## src/rtl/bps_pkg.sv

```systemverilog
// Shared types and constants for the buzzer pattern sequencer.
package bps_pkg;

    // Command codes carried in the input tuser
    localparam logic [2:0] OP_TICK   = 3'd0;
    localparam logic [2:0] OP_STOP   = 3'd1;
    localparam logic [2:0] OP_SINGLE = 3'd2;
    localparam logic [2:0] OP_DOUBLE = 3'd3;
    localparam logic [2:0] OP_ALARM  = 3'd4;

    // Fixed alarm cadence, in ms
    localparam logic [15:0] ALARM_ON1_MS  = 16'd150;
    localparam logic [15:0] ALARM_OFF1_MS = 16'd100;
    localparam logic [15:0] ALARM_ON2_MS  = 16'd180;
    localparam logic [15:0] ALARM_OFF2_MS = 16'd800;

    // Step counts of the built-in patterns
    localparam logic [2:0] SINGLE_STEPS = 3'd1;
    localparam logic [2:0] DOUBLE_STEPS = 3'd3;
    localparam logic [2:0] ALARM_STEPS  = 3'd4;

    // One command as held in the input register
    typedef struct packed {
        logic [15:0] gap_ms;
        logic [15:0] tone_ms;
        logic [31:0] now_ms;
        logic [2:0]  operation;
    } t_cmd;

    // One result item
    typedef struct packed {
        logic [1:0] step_index;
        logic       pattern_active;
        logic       buzzer_on;
    } t_result;

endpackage

```

## src/rtl/bps_step_table.sv

```systemverilog
// Step table: length and level of each pattern step, loaded by beep commands.
module bps_step_table #(
    parameter int STEP_SLOTS = 4,
    parameter int IW         = $clog2(STEP_SLOTS)
) (
    input  logic          i_clk,
    input  logic          i_exec,
    input  bps_pkg::t_cmd i_cmd,
    input  logic [IW-1:0] i_len_idx,
    input  logic [IW-1:0] i_lvl_idx,
    output logic [15:0]   o_len,
    output logic          o_lvl,
    output logic          o_lvl0
);

    logic [15:0] r_len [STEP_SLOTS];
    logic        r_lvl [STEP_SLOTS];

    // Load the steps a command uses; the rest keep their contents
    always_ff @(posedge i_clk) begin
        if (i_exec) begin
            unique case (i_cmd.operation)
                bps_pkg::OP_SINGLE: begin
                    r_len[0] <= i_cmd.tone_ms;
                    r_lvl[0] <= 1'b1;
                end
                bps_pkg::OP_DOUBLE: begin
                    r_len[0] <= i_cmd.tone_ms;
                    r_lvl[0] <= 1'b1;
                    r_len[1] <= i_cmd.gap_ms;
                    r_lvl[1] <= 1'b0;
                    r_len[2] <= i_cmd.tone_ms;
                    r_lvl[2] <= 1'b1;
                end
                bps_pkg::OP_ALARM: begin
                    r_len[0] <= bps_pkg::ALARM_ON1_MS;
                    r_lvl[0] <= 1'b1;
                    r_len[1] <= bps_pkg::ALARM_OFF1_MS;
                    r_lvl[1] <= 1'b0;
                    r_len[2] <= bps_pkg::ALARM_ON2_MS;
                    r_lvl[2] <= 1'b1;
                    r_len[3] <= bps_pkg::ALARM_OFF2_MS;
                    r_lvl[3] <= 1'b0;
                end
                default: begin
                end
            endcase
        end
    end

    // Reads for the current step length, the following step level and the step-zero level
    assign o_len  = r_len[i_len_idx];
    assign o_lvl  = r_lvl[i_lvl_idx];
    assign o_lvl0 = r_lvl[0];

endmodule

```

## src/rtl/bps_step_ctrl.sv

```systemverilog
// Pattern state and the per-command step rule.
module bps_step_ctrl #(
    parameter int STEP_SLOTS = 4,
    parameter int IW         = $clog2(STEP_SLOTS)
) (
    input  logic             i_clk,
    input  logic             i_rst_n,
    input  logic             i_exec,
    input  bps_pkg::t_cmd    i_cmd,
    input  logic [15:0]      i_len,
    input  logic             i_lvl,
    input  logic             i_lvl0,
    output logic [IW-1:0]    o_len_idx,
    output logic [IW-1:0]    o_lvl_idx,
    output bps_pkg::t_result o_result
);

    logic [2:0]  r_total, n_total;
    logic [2:0]  r_now, n_now;
    logic        r_rep, n_rep;
    logic [31:0] r_start, n_start;
    logic        r_drive, n_drive;

    logic [2:0]  nxt;
    logic [31:0] elapsed;

    assign nxt       = r_now + 3'd1;
    assign elapsed   = i_cmd.now_ms - r_start;
    assign o_len_idx = IW'(r_now);
    assign o_lvl_idx = IW'(nxt);

    // Step rule
    always_comb begin
        n_total = r_total;
        n_now   = r_now;
        n_rep   = r_rep;
        n_start = r_start;
        n_drive = r_drive;
        unique case (i_cmd.operation) inside
            bps_pkg::OP_TICK: begin
                if (r_total != 3'd0 && elapsed >= {16'd0, i_len}) begin
                    if (nxt >= r_total) begin
                        if (r_rep) begin
                            n_now   = 3'd0;
                            n_start = i_cmd.now_ms;
                            n_drive = i_lvl0;
                        end else begin
                            n_total = 3'd0;
                            n_now   = 3'd0;
                            n_rep   = 1'b0;
                            n_drive = 1'b0;
                        end
                    end else begin
                        n_now   = nxt;
                        n_start = i_cmd.now_ms;
                        n_drive = i_lvl;
                    end
                end
            end
            bps_pkg::OP_STOP: begin
                n_total = 3'd0;
                n_now   = 3'd0;
                n_rep   = 1'b0;
                n_drive = 1'b0;
            end
            bps_pkg::OP_SINGLE, bps_pkg::OP_DOUBLE, bps_pkg::OP_ALARM: begin
                n_now   = 3'd0;
                n_start = i_cmd.now_ms;
                n_drive = 1'b1;
                n_rep   = (i_cmd.operation == bps_pkg::OP_ALARM);
                if (i_cmd.operation == bps_pkg::OP_SINGLE) begin
                    n_total = bps_pkg::SINGLE_STEPS;
                end else if (i_cmd.operation == bps_pkg::OP_DOUBLE) begin
                    n_total = bps_pkg::DOUBLE_STEPS;
                end else begin
                    n_total = bps_pkg::ALARM_STEPS;
                end
            end
            default: begin
            end
        endcase
    end

    // State registers, updated once per executed command
    always_ff @(posedge i_clk) begin
        if (!i_rst_n) begin
            r_total <= 3'd0;
            r_now   <= 3'd0;
            r_rep   <= 1'b0;
            r_start <= 32'd0;
            r_drive <= 1'b0;
        end else if (i_exec) begin
            r_total <= n_total;
            r_now   <= n_now;
            r_rep   <= n_rep;
            r_start <= n_start;
            r_drive <= n_drive;
        end
    end

    // Result reflects the state after this command
    assign o_result.buzzer_on      = n_drive;
    assign o_result.pattern_active = (n_total != 3'd0);
    assign o_result.step_index     = n_now[1:0];

endmodule

```

## src/rtl/buzzer_pattern_sequencer.sv

```systemverilog
// Buzzer pattern sequencer top level: stream ports, input and result registers.
// Each command (tick, stop, single beep, double beep, repeating alarm) on the
// slave stream yields one result on the master stream: buzzer level, pattern
// active flag and current step index. An accepted command is held in the input
// register and executed into the result register when that is free or being
// drained; a new command can be taken every cycle while the master stream takes
// results. While a result waits, the block holds one further command in the
// input register before s_axis_tready drops. The step rule (elapsed-time
// subtract, length compare, index update) is the only logic between the two
// registers. Time arithmetic is modulo 2^32 ms.
module buzzer_pattern_sequencer #(
    parameter int STEP_SLOTS = 4
) (
    input  logic        i_clk,
    input  logic        i_rst_n,
    input  logic        s_axis_tvalid,
    output logic        s_axis_tready,
    input  logic [63:0] s_axis_tdata,  // now_ms[31:0], tone_ms[47:32], gap_ms[63:48]
    input  logic [2:0]  s_axis_tuser,  // operation[2:0]
    output logic        m_axis_tvalid,
    input  logic        m_axis_tready,
    output logic [7:0]  m_axis_tdata   // buzzer_on[0], pattern_active[1], step_index[3:2]
);

    localparam int IW = $clog2(STEP_SLOTS);

    logic             r_in_valid;
    bps_pkg::t_cmd    r_cmd;
    logic             r_out_valid;
    bps_pkg::t_result r_out;
    bps_pkg::t_result result;
    logic             exec;
    logic [IW-1:0]    len_idx;
    logic [IW-1:0]    lvl_idx;
    logic [15:0]      len;
    logic             lvl;
    logic             lvl0;

    // Command moves on when the result register is free or being drained
    assign exec          = r_in_valid && (!r_out_valid || m_axis_tready);
    assign s_axis_tready = !r_in_valid || exec;

    // Input register
    always_ff @(posedge i_clk) begin
        if (!i_rst_n) begin
            r_in_valid <= 1'b0;
        end else if (s_axis_tready) begin
            r_in_valid <= s_axis_tvalid;
        end
    end

    always_ff @(posedge i_clk) begin
        if (s_axis_tready && s_axis_tvalid) begin
            r_cmd.operation <= s_axis_tuser;
            r_cmd.now_ms    <= s_axis_tdata[31:0];
            r_cmd.tone_ms   <= s_axis_tdata[47:32];
            r_cmd.gap_ms    <= s_axis_tdata[63:48];
        end
    end

    bps_step_table #(
        .STEP_SLOTS(STEP_SLOTS),
        .IW        (IW)
    ) u_table (
        .i_clk    (i_clk),
        .i_exec   (exec),
        .i_cmd    (r_cmd),
        .i_len_idx(len_idx),
        .i_lvl_idx(lvl_idx),
        .o_len    (len),
        .o_lvl    (lvl),
        .o_lvl0   (lvl0)
    );

    bps_step_ctrl #(
        .STEP_SLOTS(STEP_SLOTS),
        .IW        (IW)
    ) u_ctrl (
        .i_clk    (i_clk),
        .i_rst_n  (i_rst_n),
        .i_exec   (exec),
        .i_cmd    (r_cmd),
        .i_len    (len),
        .i_lvl    (lvl),
        .i_lvl0   (lvl0),
        .o_len_idx(len_idx),
        .o_lvl_idx(lvl_idx),
        .o_result (result)
    );

    // Result register
    always_ff @(posedge i_clk) begin
        if (!i_rst_n) begin
            r_out_valid <= 1'b0;
        end else if (exec) begin
            r_out_valid <= 1'b1;
        end else if (m_axis_tready) begin
            r_out_valid <= 1'b0;
        end
    end

    always_ff @(posedge i_clk) begin
        if (exec) begin
            r_out <= result;
        end
    end

    assign m_axis_tvalid = r_out_valid;
    assign m_axis_tdata  = {4'd0, r_out};

`ifndef SYNTHESIS
    // An executed command always leaves a result behind
    a_exec_fills_out: assert property (@(posedge i_clk) disable iff (!i_rst_n)
        exec |=> r_out_valid)
        else $error("executed command left no result");

    // Input side stalls only when both registers are full and output is held
    a_stall_cause: assert property (@(posedge i_clk) disable iff (!i_rst_n)
        !s_axis_tready |-> (r_in_valid && r_out_valid && !m_axis_tready))
        else $error("input stalled without cause");

    // An idle sequencer reports silence at step zero
    a_idle_silent: assert property (@(posedge i_clk) disable iff (!i_rst_n)
        (m_axis_tvalid && !m_axis_tdata[1]) |->
            (m_axis_tdata[0] == 1'b0 && m_axis_tdata[3:2] == 2'd0))
        else $error("idle result not silent at step zero");
`endif

endmodule
```

## config.mk

```make
export PLATFORM = sky130hd
export DESIGN_NAME = buzzer_pattern_sequencer
export DESIGN_NICKNAME = d
export VERILOG_FILES = /design/src/rtl/bps_pkg.sv /design/src/rtl/bps_step_table.sv /design/src/rtl/bps_step_ctrl.sv /design/src/rtl/buzzer_pattern_sequencer.sv
export SDC_FILE = /design/constraint.sdc
export NUM_CORES = 1
export LEC_CHECK = 0
export BUFFER_PORTS_ARGS = -buffer_cell sky130_fd_sc_hd__buf_2
export CORE_AREA = 2 2 131 133
export CTS_BUF_LIST = sky130_fd_sc_hd__clkbuf_2 sky130_fd_sc_hd__clkbuf_4 sky130_fd_sc_hd__clkbuf_8
export DETAILED_ROUTE_END_ITERATION = 12
export DIE_AREA = 0 0 133 135
export PLACE_DENSITY = 0.73
export SLEW_MARGIN = 5
export SYNTH_ARGS = -nofsm -noshare
export SYNTH_HDL_FRONTEND = slang
export SYNTH_SLANG_ARGS = --single-unit
```

## constraint.sdc

```tcl
create_clock -name i_clk -period 7.2 [get_ports i_clk]
set_clock_uncertainty 0.15 [all_clocks]
set_input_delay 0.36 -clock i_clk [delete_from_list [all_inputs] [get_ports i_clk]]
set_output_delay 0.36 -clock i_clk [all_outputs]
set_load 0.1 [all_outputs]
```

==> impl_metrics.env <==
export IMPL_cp_max_fo=32
export IMPL_synthArstFlopShare=0
export IMPL_drv_cap=0
export IMPL_syn2layout_area_growth_pct=17.8
export IMPL_vias_per_cell=5.66
export IMPL_fp_row_count=47
export IMPL_min_path_type="primary input to register"
export IMPL_synth_edf_count=119
export IMPL_fin_util=0.640
export IMPL_synth_area_mux_share=0.0230
export IMPL_clk_path_buf_depth=2
export IMPL_clk_latency_ps=480
export IMPL_gr_total_overflow=0
export IMPL_grt_pass1_wl_um=32100
export IMPL_yosys_area_share_adder=0.0738
export IMPL_fp_dieH_um=135
export IMPL_combPwrFrac=0.173
export IMPL_power_leakage_nw=3.88
export IMPL_finalCriticalPeriod_ps=5200
export IMPL_root_buffer="clkbuf_8"
export IMPL_nets=1116
export IMPL_cts_setup_buffers=0
export IMPL_cts_buffers=17
export IMPL_worstPathRequired_ps=7450
export IMPL_final_common_cell="edfxtp_1"
export IMPL_syn_area_um2=8920
export IMPL_start_util=0.544
export IMPL_drt_iter0_drc=604
export IMPL_cp_arrival_ps=5450
export IMPL_fmax_mhz=192
export IMPL_report_final_slew_viol_count=0
export IMPL_first_pass_iters=7
export IMPL_htree_levels=4
export IMPL_crit_reg2reg_launch="r_cmd[6]"
export IMPL_grt_pass1_vias=6582
export IMPL_grt_max_degree=68
export IMPL_p_per_area_nw_per_um2=204
export IMPL_synthDistinctLibCells=69
export IMPL_core_um2=16400
export IMPL_setup_worst_path_start="r_cmd[6]"
export IMPL_clkTransAtPathRegs_ps=90
export IMPL_rsz0062_at_grt="false"
export IMPL_crit_path_end_kind="register"
export IMPL_port_buffers=76
export IMPL_relSlewSlack=0.396
export IMPL_synth_top_family_by_area="compound AO/OA/AOI/OAI gates"
export IMPL_die_w_um=133
export IMPL_drt_wl_total_um=19500
export IMPL_pwr_share_seq=0.504
export IMPL_cts_tree="done"
export IMPL_synth_xor_area_frac=0.0187
export IMPL_intPower_mw=1.54
export IMPL_worstSetupPathType="register to register"
export IMPL_start_kind="register"
export IMPL_swShare=0.282
export IMPL_synthSimpleGateAreaFrac=0.163
export IMPL_switchingPower_mw=0.604
export IMPL_synthFlopType="edfxtp_1"
export IMPL_grt_usage=0.226
export IMPL_finalSetupViolCount=0
export IMPL_num_io_pins=81
export IMPL_ys_seq_area_frac=0.504
export IMPL_post_dp_hpwl_um=13300
export IMPL_r2r_end="u_ctrl.r_start[30]"
export IMPL_drive_above_1_share=0.137
export IMPL_fin_tns_setup_ps=0
export IMPL_antenna_left=0
export IMPL_reg2reg_setup_slack_ps=2000
export IMPL_ir_drop_v=0.000204
export IMPL_reg2regPathDepth=20
export IMPL_status="completed"
export IMPL_cts_sinks=165
export IMPL_gp_congestion=0.923
export IMPL_crit_path_end="u_ctrl.r_start[30]"
export IMPL_tightest_slew_ps=907
export IMPL_antenna_found_initial=0
export IMPL_netlist_instances=870
export IMPL_wire_per_inst_um=15.9
export IMPL_final_cell_mix="edfxtp_1, a21oi_1, buf_2, dlygate4sd3_1, nand2_1"
export IMPL_power_share_clock=0.324
export IMPL_synth_compound_area_frac=0.171
export IMPL_die_area_um2=18000
export IMPL_hold_violations=0
export IMPL_num_vias=6943
export IMPL_synth_seq_cells=165
export IMPL_postSynthAreaPerCell_um2=10.2
export IMPL_ys_warn_count=0
export IMPL_n_antenna_cell=0
export IMPL_drc=0
export IMPL_finalCritPeriodShare=0.722
==> sequential cells by signal, indices dropped and copies added (netlist names), named ones only <==
name	cells
r_cmd	67
u_table.r_len	48
u_ctrl.r_start	32
m_axis_tdata	4
u_ctrl.r_now	3
u_ctrl.r_total	3
u_table.r_lvl	2
m_axis_tvalid	1
r_in_valid	1
u_ctrl.r_drive	1
u_ctrl.r_rep	1
==> cells by family (layout without fill, tap and decap cells) <==
group           count (synthesis)  in the layout
simple gates                  278            278
compound gates                241            241
flops                         165            165
buf+inv                        94            227
fa+ha+maj                      52             52
mux                            20             20
xor+xnor                       19             19
other cells                     1              4
==> worst max-delay path, cell delays in order, from the launching register on <==
cell,delay (ps)
edfxtp_1,470
ha_1,410
o211ai_1,130
a21oi_2,250
nor2_1,120
nor2_1,120
nor2_1,80
o21bai_1,170
xor2_1,190
ha_1,270
a21o_1,180
a21o_1,170
a22oi_1,180
nand4_1,100
nor3_1,130
nand4_1,90
and4b_1,380
nand4_2,670
buf_4,510
a21o_1,200
a21oi_1,130
==> per-layer routing <==
metal	vias to the layer above	GRT usage	share of wire	wire length (um)
met5	-	0	0	0
met4	0	0.0812	0.022	425
met3	43	0.0443	0.042	822
met2	194	0.391	0.50	9690
met1	3259	0.285	0.44	8520
li1	3447	-	-	-
==> metrics by stage <==
step | power, mW | std cells | hold WS [ps] | cell area [um2] | worst slack, ps
CTS | 2.16 | 1226 | 14.3 | 10500 | 2030
detailed placement | 1.44 | 1126 | 273 | 9410 | 2060
floorplan | 1.35 | 873 | 261 | 8930 | 3080
global route | 2.25 | 1226 | 67.4 | 10500 | 1560
finish | 2.14 | 1226 | 38.9 | 10500 | 2000
global placement | 1.43 | 1126 | 280 | 9410 | 2180
==> Yosys cell counts (10+ instances only) <==
library cell | number | share of area
a21oi_1 | 96 | 0.054
nor3_1 | 23 | 0.013
nor2_1 | 43 | 0.018
mux2i_1 | 16 | 0.018
xnor2_1 | 10 | 0.0098
buf_2 | 14 | 0.0079
clkbuf_1 | 28 | 0.012
edfxtp_1 | 119 | 0.40
and2_1 | 31 | 0.022
a21o_1 | 42 | 0.035
inv_1 | 44 | 0.019
nand2b_1 | 23 | 0.016
nand3_1 | 50 | 0.028
nand2_1 | 53 | 0.022
ha_1 | 51 | 0.072
o21ai_0 | 26 | 0.015
nand4_1 | 17 | 0.012
dfxtp_1 | 46 | 0.10
==> worst min path at each step <==
stage,slack [ps],to,depth (start not counted),from
floorplan,260,u_table.r_lvl[2],1,u_table.r_lvl[2]
global placement,280,u_table.r_lvl[2],1,u_table.r_lvl[2]
detailed placement,270,u_table.r_lvl[2],1,u_table.r_lvl[2]
CTS,10,m_axis_tvalid,4,m_axis_tready
global route,70,u_ctrl.r_total[0],3,i_rst_n
finish,40,m_axis_tvalid,4,m_axis_tready
==> power by group through the flow <==
stage / combinational [mW] / sequential [mW] / clock (mW)
3_5_place_dp: 0.336 / 1.10 / 0
2_1_floorplan: 0.246 / 1.10 / 0
6_report: 0.370 / 1.08 / 0.694
3_3_place_gp: 0.333 / 1.10 / 0
4_1_cts: 0.366 / 1.08 / 0.709
5_1_grt: 0.413 / 1.08 / 0.751
==> cell type report <==
class	count	area, um2
clock inverters	13	168
flip-flops and latches	165	4490
fillers	1337	5900
clock buffers	19	249
well taps	220	275
inverters	44	165
repair buffers	151	1110
multi-input cells	614	4040
==> repair_timing <==
action	in CTS	in global routing
hold endpoints to repair	68	0
resized for setup	0	0
hold buffers	68	0
Power figures use the tool's default switching activity.
